File: src/hdl/wtm_pkg.sv
package wtm_pkg;

	localparam int TRACK_COUNT = 4;
	localparam int SAMPLE_W    = 16;
	localparam int VOL_W       = 8;
	localparam int LOG_T       = $clog2(TRACK_COUNT);
	localparam int TRK_IDX_W   = (TRACK_COUNT > 1) ? LOG_T : 1;
	localparam int CFG_IDX_W   = TRK_IDX_W + 1;
	localparam int PROD_W      = SAMPLE_W + VOL_W;
	localparam int SUM_W       = PROD_W + LOG_T;
	localparam int MAG_W       = SUM_W - 1;
	localparam int WSUM_W      = VOL_W + LOG_T;

	localparam logic [VOL_W-1:0] VOL_RESET = VOL_W'(1);

	typedef struct packed {
		logic [MAG_W-1:0]  dvd;
		logic [WSUM_W-1:0] rem;
		logic [WSUM_W-1:0] dvs;
		logic              neg;
		logic              zero;
	} wtm_div_t;

	typedef struct packed {
		logic signed [SAMPLE_W-1:0] mixed;
		logic                       no_weight;
	} wtm_res_t;

endpackage

File: src/hdl/wtm_if.sv
interface wtm_in_if;
	import wtm_pkg::*;

	logic                                  valid;
	logic                                  ready;
	logic [TRACK_COUNT-1:0][SAMPLE_W-1:0] sample;
	logic [3:0]                            active_mask;

	modport source (output valid, output sample, output active_mask, input ready);
	modport sink   (input valid, input sample, input active_mask, output ready);
endinterface

interface wtm_out_if;
	import wtm_pkg::*;

	logic                       valid;
	logic                       ready;
	logic signed [SAMPLE_W-1:0] mixed_sample;
	logic                       no_weight;

	modport source (output valid, output mixed_sample, output no_weight, input ready);
	modport sink   (input valid, input mixed_sample, input no_weight, output ready);
endinterface

File: src/hdl/wtm_lane.sv
module wtm_lane (
	input  logic                                clk,
	input  logic                                en,
	input  logic [wtm_pkg::SAMPLE_W-1:0]        sample,
	input  logic [wtm_pkg::VOL_W-1:0]           vol,
	input  logic                                act,
	output logic signed [wtm_pkg::PROD_W-1:0]   prod_s1,
	output logic [wtm_pkg::VOL_W-1:0]           wgt_s1
);
	import wtm_pkg::*;

	logic signed [PROD_W:0] prod_full;

	assign prod_full = $signed(sample) * $signed({1'b0, vol});

	always_ff @(posedge clk) begin
		if (en) begin
			prod_s1 <= act ? $signed(prod_full[PROD_W-1:0]) : '0;
			wgt_s1  <= act ? vol : '0;
		end
	end

endmodule

File: src/hdl/wtm_merge.sv
module wtm_merge (
	input  logic                              clk,
	input  logic                              en,
	input  logic signed [wtm_pkg::PROD_W-1:0] prod [wtm_pkg::TRACK_COUNT],
	input  logic [wtm_pkg::VOL_W-1:0]         wgt [wtm_pkg::TRACK_COUNT],
	output wtm_pkg::wtm_div_t                 div_s3
);
	import wtm_pkg::*;

	logic signed [SUM_W-1:0] psum;
	logic [WSUM_W-1:0]       wsum;
	logic signed [SUM_W-1:0] psum_s2;
	logic [WSUM_W-1:0]       wsum_s2;
	logic [SUM_W-1:0]        mag;

	// adder across lanes
	always_comb begin
		psum = '0;
		wsum = '0;
		for (int k = 0; k < TRACK_COUNT; k++) begin
			psum = psum + SUM_W'(prod[k]);
			wsum = wsum + WSUM_W'(wgt[k]);
		end
	end

	always_ff @(posedge clk) begin
		if (en) begin
			psum_s2 <= psum;
			wsum_s2 <= wsum;
		end
	end

	assign mag = psum_s2[SUM_W-1] ? SUM_W'(-psum_s2) : SUM_W'(psum_s2);

	always_ff @(posedge clk) begin
		if (en) begin
			div_s3.dvd  <= mag[MAG_W-1:0];
			div_s3.rem  <= '0;
			div_s3.dvs  <= wsum_s2;
			div_s3.neg  <= psum_s2[SUM_W-1];
			div_s3.zero <= (wsum_s2 == '0);
		end
	end

endmodule

File: src/hdl/wtm_div_step.sv
module wtm_div_step (
	input  logic              clk,
	input  logic              en,
	input  wtm_pkg::wtm_div_t d,
	output wtm_pkg::wtm_div_t q
);
	import wtm_pkg::*;

	logic [WSUM_W:0] trial;
	logic [WSUM_W:0] diff;
	logic            ge;

	// one restoring step: quotient bit shifts in at the bottom of dvd
	assign trial = {d.rem, d.dvd[MAG_W-1]};
	assign diff  = trial - {1'b0, d.dvs};
	assign ge    = (trial >= {1'b0, d.dvs});

	always_ff @(posedge clk) begin
		if (en) begin
			q.dvd  <= {d.dvd[MAG_W-2:0], ge};
			q.rem  <= ge ? diff[WSUM_W-1:0] : trial[WSUM_W-1:0];
			q.dvs  <= d.dvs;
			q.neg  <= d.neg;
			q.zero <= d.zero;
		end
	end

endmodule

File: src/hdl/weighted_track_mixer_unit.sv
// Weighted track mixer. Each item carries one sample per track and an activity
// mask; the result is sum(vol_k * sample_k) / sum(vol_k) over the active tracks,
// truncated toward zero, or 0 with no_weight set when the active weights sum to
// zero. One item is accepted every clock cycle while input ready is high. Each
// accepted item passes through the per-track multiplier registers, the lane
// adder and the sign and magnitude split registers, the pipelined restoring
// divider (MAG_W = 25 quotient bits with four tracks), the output sign register
// and the output register. Input ready drops only when both the output
// register and its skid entry hold results. Weights vol_k are written through
// cfg_we/cfg_idx/cfg_data, reset to 1, and should only be changed while no item
// is in flight.
module weighted_track_mixer_unit (
	input  logic                          clk,
	input  logic                          arst_n,
	input  logic                          cfg_we,
	input  logic [wtm_pkg::CFG_IDX_W-1:0] cfg_idx,
	input  logic [wtm_pkg::VOL_W-1:0]     cfg_data,
	wtm_in_if.sink                        in_ch,
	wtm_out_if.source                     out_ch
);
	import wtm_pkg::*;

	localparam int STG_N = MAG_W + 4;

	logic [VOL_W-1:0]         vol_q [TRACK_COUNT];
	logic [STG_N-1:0]         vld_q;
	logic                     adv;
	logic signed [PROD_W-1:0] prod_s1 [TRACK_COUNT];
	logic [VOL_W-1:0]         wgt_s1 [TRACK_COUNT];
	wtm_div_t                 div_s [MAG_W+1];
	logic [SAMPLE_W-1:0]      quo;
	wtm_res_t                 res_s;
	logic                     arr;
	logic                     take;
	logic                     out_v_q;
	wtm_res_t                 out_d_q;
	logic                     skid_v_q;
	wtm_res_t                 skid_d_q;

	// weight registers
	always_ff @(posedge clk or negedge arst_n) begin
		if (!arst_n) begin
			for (int k = 0; k < TRACK_COUNT; k++) begin
				vol_q[k] <= VOL_RESET;
			end
		end else if (cfg_we && (cfg_idx < CFG_IDX_W'(TRACK_COUNT))) begin
			vol_q[cfg_idx[TRK_IDX_W-1:0]] <= cfg_data;
		end
	end

	assign adv         = !skid_v_q;
	assign in_ch.ready = adv;

	always_ff @(posedge clk or negedge arst_n) begin
		if (!arst_n) begin
			vld_q <= '0;
		end else if (adv) begin
			vld_q <= {vld_q[STG_N-2:0], in_ch.valid};
		end
	end

	for (genvar k = 0; k < TRACK_COUNT; k++) begin : g_lane
		wtm_lane u_lane (
			.clk     (clk),
			.en      (adv),
			.sample  (in_ch.sample[k]),
			.vol     (vol_q[k]),
			.act     (in_ch.active_mask[k]),
			.prod_s1 (prod_s1[k]),
			.wgt_s1  (wgt_s1[k])
		);
	end

	wtm_merge u_merge (
		.clk    (clk),
		.en     (adv),
		.prod   (prod_s1),
		.wgt    (wgt_s1),
		.div_s3 (div_s[0])
	);

	for (genvar i = 0; i < MAG_W; i++) begin : g_div
		wtm_div_step u_step (
			.clk (clk),
			.en  (adv),
			.d   (div_s[i]),
			.q   (div_s[i+1])
		);
	end

	// sign restore
	assign quo = div_s[MAG_W].dvd[SAMPLE_W-1:0];

	always_ff @(posedge clk) begin
		if (adv) begin
			res_s.no_weight <= div_s[MAG_W].zero;
			if (div_s[MAG_W].zero) begin
				res_s.mixed <= '0;
			end else if (div_s[MAG_W].neg) begin
				res_s.mixed <= $signed(SAMPLE_W'(-quo));
			end else begin
				res_s.mixed <= $signed(quo);
			end
		end
	end

	// output register with skid entry
	assign arr  = adv && vld_q[STG_N-1];
	assign take = out_v_q && out_ch.ready;

	always_ff @(posedge clk or negedge arst_n) begin
		if (!arst_n) begin
			out_v_q  <= 1'b0;
			skid_v_q <= 1'b0;
		end else if (!out_v_q || take) begin
			if (skid_v_q) begin
				out_v_q  <= 1'b1;
				skid_v_q <= 1'b0;
			end else begin
				out_v_q <= arr;
			end
		end else if (arr) begin
			skid_v_q <= 1'b1;
		end
	end

	always_ff @(posedge clk) begin
		if (!out_v_q || take) begin
			out_d_q <= skid_v_q ? skid_d_q : res_s;
		end else if (arr) begin
			skid_d_q <= res_s;
		end
	end

	assign out_ch.valid        = out_v_q;
	assign out_ch.mixed_sample = out_d_q.mixed;
	assign out_ch.no_weight    = out_d_q.no_weight;

endmodule

File: src/flat_wrapper.sv
// flat-port wrapper written by rule: the top's interface ports become plain ports
module weighted_track_mixer_unit_flat import wtm_pkg::*;
  (clk, arst_n, cfg_we, cfg_idx, cfg_data, in_ch_valid, in_ch_sample, in_ch_active_mask, in_ch_ready, out_ch_valid, out_ch_mixed_sample, out_ch_no_weight, out_ch_ready);
  wtm_in_if in_ch_i ();
  wtm_out_if out_ch_i ();
  input  logic clk;
  input  logic arst_n;
  input  logic cfg_we;
  input  logic [wtm_pkg::CFG_IDX_W-1:0] cfg_idx;
  input  logic [wtm_pkg::VOL_W-1:0] cfg_data;
  input wire logic [$bits(in_ch_i.valid)-1:0] in_ch_valid;
  input wire logic [$bits(in_ch_i.sample)-1:0] in_ch_sample;
  input wire logic [$bits(in_ch_i.active_mask)-1:0] in_ch_active_mask;
  output wire logic [$bits(in_ch_i.ready)-1:0] in_ch_ready;
  output wire logic [$bits(out_ch_i.valid)-1:0] out_ch_valid;
  output wire logic [$bits(out_ch_i.mixed_sample)-1:0] out_ch_mixed_sample;
  output wire logic [$bits(out_ch_i.no_weight)-1:0] out_ch_no_weight;
  input wire logic [$bits(out_ch_i.ready)-1:0] out_ch_ready;
  assign in_ch_i.valid = in_ch_valid;
  assign in_ch_i.sample = in_ch_sample;
  assign in_ch_i.active_mask = in_ch_active_mask;
  assign in_ch_ready = in_ch_i.ready;
  assign out_ch_valid = out_ch_i.valid;
  assign out_ch_mixed_sample = out_ch_i.mixed_sample;
  assign out_ch_no_weight = out_ch_i.no_weight;
  assign out_ch_i.ready = out_ch_ready;
  weighted_track_mixer_unit u_core (.clk(clk), .arst_n(arst_n), .cfg_we(cfg_we), .cfg_idx(cfg_idx), .cfg_data(cfg_data), .in_ch(in_ch_i), .out_ch(out_ch_i));
endmodule
File: config.mk
export PLATFORM = sky130hd
export DESIGN_NAME = weighted_track_mixer_unit_flat
export DESIGN_NICKNAME = d
export VERILOG_FILES = /design/src/hdl/wtm_pkg.sv /design/src/hdl/wtm_if.sv /design/src/hdl/wtm_lane.sv /design/src/hdl/wtm_merge.sv /design/src/hdl/wtm_div_step.sv /design/src/hdl/weighted_track_mixer_unit.sv /design/src/flat_wrapper.sv
export SDC_FILE = /design/constraint.sdc
export NUM_CORES = 2
export LEC_CHECK = 0
export BUFFER_PORTS_ARGS = -buffer_cell sky130_fd_sc_hd__buf_4
export CORE_MARGIN = 2
export CORE_UTILIZATION = 45
export DETAILED_ROUTE_END_ITERATION = 7
export PLACE_DENSITY = 0.61
export RECOVER_POWER = 25
export SLEW_MARGIN = 20
export SYNTH_ARGS = -nofsm -noshare
export SYNTH_HDL_FRONTEND = slang
export SYNTH_SLANG_ARGS = --single-unit
File: constraint.sdc
create_clock -name clk -period 65.5 [get_ports clk]
set_input_delay 6.55 -clock clk [delete_from_list [all_inputs] [get_ports clk]]
set_output_delay 6.55 -clock clk [all_outputs]
set_load 0.01 [all_outputs]
==> reports/results.tsv <==
stage	metric	value	unit
floorplan	dieHeight	411	um
cts	clk_path_buf_depth	3	
routing	ant_nets	0	
worst_setup_path	path_class	in -> reg	
sta	timing.final.crit_period	10.76	ns
routing	drt_iter0_drc	2651	
cells_and_area	finalNetCount	7162	
place	portBuffers	102	
floorplan	core_area	165000	um2
cells_and_area	seqCellArea	38200	um2
worst_setup_path	crit_start	in_ch_sample[37]	
logic_synthesis	synthMuxAreaShare	0.0350	
worst_setup_path	reg2reg_from	u_core.vol_q[12]	
worst_setup_path	critPathRequiredTime	66.00	ns
place	hpwl	108000	um
worst_setup_path	worstPathArrival	11.26	ns
routing	routed_wl	145000	um
cts	clk_latency	0.75	ns
sta	tns	0	ns
cells_and_area	layout-drive-gt1-share	0.0882	
cts	numCtsBuffers	139	
sta	worst_pin_slew	1.07	ns
routing	drc	0	
cts	root_buffer	clkbuf_16	
logic_synthesis	syn_area	74600	um2
floorplan	io_pins	103	
worst_setup_path	r2r_cells	16	
global_routing	grt_pass1_wl	236000	um
routing	vias	42959	
global_routing	use_met3	0.0195	
global_routing	overflow	0	
routing	dr.pass1.iters	6	
cts	path_clk_slew	0.06	ns
logic_synthesis	synthCells	5944	
logic_synthesis	dominantRegCellSynth	edfxtp_1	
worst_hold_path	min_path_type	reg -> reg	
logic_synthesis	synth_edf_count	1218	
sta	fmax	92.9	MHz
cells_and_area	nFillCells	14394	
logic_synthesis	synthArstFlopShare	0.0492	
cts	cts_resized	0	
worst_setup_path	reg2reg_slack	59.59	ns
floorplan	die_w	411	um
flow_run	cap_violations	0	
sta	rsz0062_at_grt	false	
cells_and_area	multi_input_area	32500	um2
worst_setup_path	crit_path_end	u_core.g_lane[2].u_lane.prod_s1[22]	
logic_synthesis	synth-simple-area-share	0.0901	
floorplan	initial_core_util	0.453	
sta	hold_viol_final	0	
floorplan	num_rows	149	
logic_synthesis	seq_area_frac_synth	0.511	
global_routing	busiest_layer	met2	
global_routing	grt_max_degree	197	
global_routing	grt_pass1_vias	44384	
status	status	finished, final reports clean	
logic_synthesis	synthAdderAreaFrac	0.209	
global_routing	grt_usage	0.175	
place	gp_congestion	0.875	
cts	cts_tree	built	
logic_synthesis	syn-mean-instance-area	12.6	um2
routing	wire_per_inst	17.2	um
logic_synthesis	synth_compound_area_frac	0.0697	
sta	maxSlewViolCount	0	
worst_setup_path	start_kind	primary input	
logic_synthesis	synth_top_family_by_area	adder cells	
cells_and_area	final_common_cell	edfxtp_1	
cells_and_area	area.growth.synth_to_final	10.6	%
logic_synthesis	ys_types	77	
logic_synthesis	ys_ff_latch	1281	
place	dp_cells	8172	
sta	skew	0.0234	ns
cts	hold_buffers	0	
sta	finalCritPeriodShare	0.164	
cells_and_area	most-common-layout-cells	edfxtp_1, inv_1, fa_1	
worst_setup_path	crit_path_end_kind	flip-flop	
logic_synthesis	yosys_warnings	0	
global_routing	grtUsageMet2	0.310	
cts	cts_sinks	1281	
floorplan	die-area	169000	um2
logic_synthesis	synth_xor_xnor_area_share	0.0313	
sta	setup_violations	0	
cells_and_area	fin_cells	8424	
worst_setup_path	cp_max_fo	8	
cts	cts.htree.levels	4	
sta	relSlewSlack	0.288	
cts	post_cts_buffers	0	
global_routing	antenna_found_initial	3	
global_routing	met1_usage	0.222	
logic_synthesis	syn_nets	6982	
routing	avgViaCountPerCell	5.10	
worst_setup_path	reg2reg_to	u_core.g_lane[2].u_lane.prod_s1[22]	
-- registers in the layout, indices dropped and copies added, names as in the netlist --
register,cells
u_core.g_lane.u_lane.wgt_s1,32
u_core.vld_q,29
u_core.out_ch.mixed_sample,16
u_core.out_ch.no_weight,1
u_core.u_merge.psum_s2,26
u_core.out_ch.valid,1
u_core.g_div.u_step.q,966
u_core.vol_q,32
u_core.u_merge.wsum_s2,10
u_core.g_lane.u_lane.prod_s1,96
u_core.skid_v_q,1
u_core.res_s,17
u_core.skid_d_q,17
u_core.u_merge.div_s3,37
-- layer usage --
layer  share of wire  wire length [um]  vias up
li1                -                 -    20740
met1            0.43             62100    21365
met4           0.031              4460        0
met5               0                 0        -
met2            0.51             74200      633
met3           0.028              4040      221
-- worst min path at each step --
stage | from | cells past startpoint | slack, ns | to
finish | u_core.g_div[10].u_step.q[0] | 0 | 0.40 | u_core.g_div[11].u_step.q[0]
global route | u_core.g_div[12].u_step.q[35] | 0 | 0.40 | u_core.g_div[13].u_step.q[36]
CTS | u_core.g_div[10].u_step.q[0] | 0 | 0.39 | u_core.g_div[11].u_step.q[0]
detailed placement | u_core.u_merge.div_s3[40] | 0 | 0.40 | u_core.g_div[0].u_step.q[41]
global placement | u_core.g_div[23].u_step.q[35] | 0 | 0.40 | u_core.g_div[24].u_step.q[36]
floorplan | u_core.u_merge.div_s3[0] | 0 | 0.40 | u_core.g_div[0].u_step.q[0]
-- layout make-up --
cell class / count / share of cell area
diodes: 2 / 0.0000606
well taps: 2189 / 0.0332
repair buffers: 124 / 0.0119
inverters: 978 / 0.0446
clock inverters: 73 / 0.00919
multi-input cells: 3600 / 0.394
flip-flops and latches: 1281 / 0.462
clock buffers: 177 / 0.0449
-- synthesized netlist by cell type (7+ instances only) --
cell type / n / area, um2
a2111oi_0: 10 / 87.6
a211oi_1: 39 / 293
a21boi_0: 9 / 67.6
a21o_1: 71 / 533
a21oi_1: 166 / 831
a21oi_4: 7 / 114
a31oi_1: 28 / 175
and2_1: 321 / 2010
and3_1: 16 / 100
buf_2: 9 / 45.0
clkbuf_1: 71 / 267
dfrtp_1: 59 / 1480
edfxtp_1: 1218 / 36600
fa_1: 488 / 9770
ha_1: 466 / 5830
inv_1: 978 / 3670
mux2_2: 181 / 2040
mux2i_1: 57 / 571
nand2_1: 439 / 1650
nand2b_1: 51 / 319
nand3_1: 31 / 155
nand4_1: 52 / 325
nor2_1: 227 / 852
nor2b_1: 76 / 475
nor3_1: 62 / 310
o211ai_1: 11 / 82.6
o21a_1: 58 / 435
o21ai_0: 219 / 1100
o21ai_1: 9 / 45.0
o21bai_1: 20 / 150
o31a_1: 27 / 236
o31ai_1: 49 / 368
o41ai_1: 14 / 123
or2_2: 11 / 68.8
or3_1: 19 / 119
xnor2_1: 162 / 1420
xor2_1: 105 / 920
-- critical path: stages --
cell	delay, ns
buf_4	0.13
nand2_1	0.09
fa_1	0.55
inv_1	0.05
fa_1	0.51
inv_1	0.05
fa_1	0.48
fa_1	0.55
inv_1	0.04
ha_1	0.35
o21ai_0	0.23
o21bai_1	0.12
o41ai_1	0.68
o211ai_1	0.32
a31oi_1	0.28
xnor2_1	0.09
and2_1	0.16
-- logic make-up after synthesis --
kind of cell               count (synthesis)
DFF                                     1281
adders and majority gates                954
muxes                                    238
buffers and inverters                   1063
xor gates and xnor gates                 267
AOI/OAI and AO/OA                        795
and+or+nand+nor                         1346
-- through the flow --
step	hold slack, ns	worst slack, ns	utilization	cell area [um2]
after floorplan	0.400	35.33	-	74600
after global placement	0.400	54.16	0.474	78100
after detailed placement	0.405	54.12	0.474	78100
after CTS	0.392	54.91	0.501	82500
after global routing	0.401	54.57	0.501	82500
final	0.396	54.74	0.501	82500
Power is left out: the tool's default activity adds up to more than one toggle a clock period on the data nets, which glitch-free logic cannot reach.
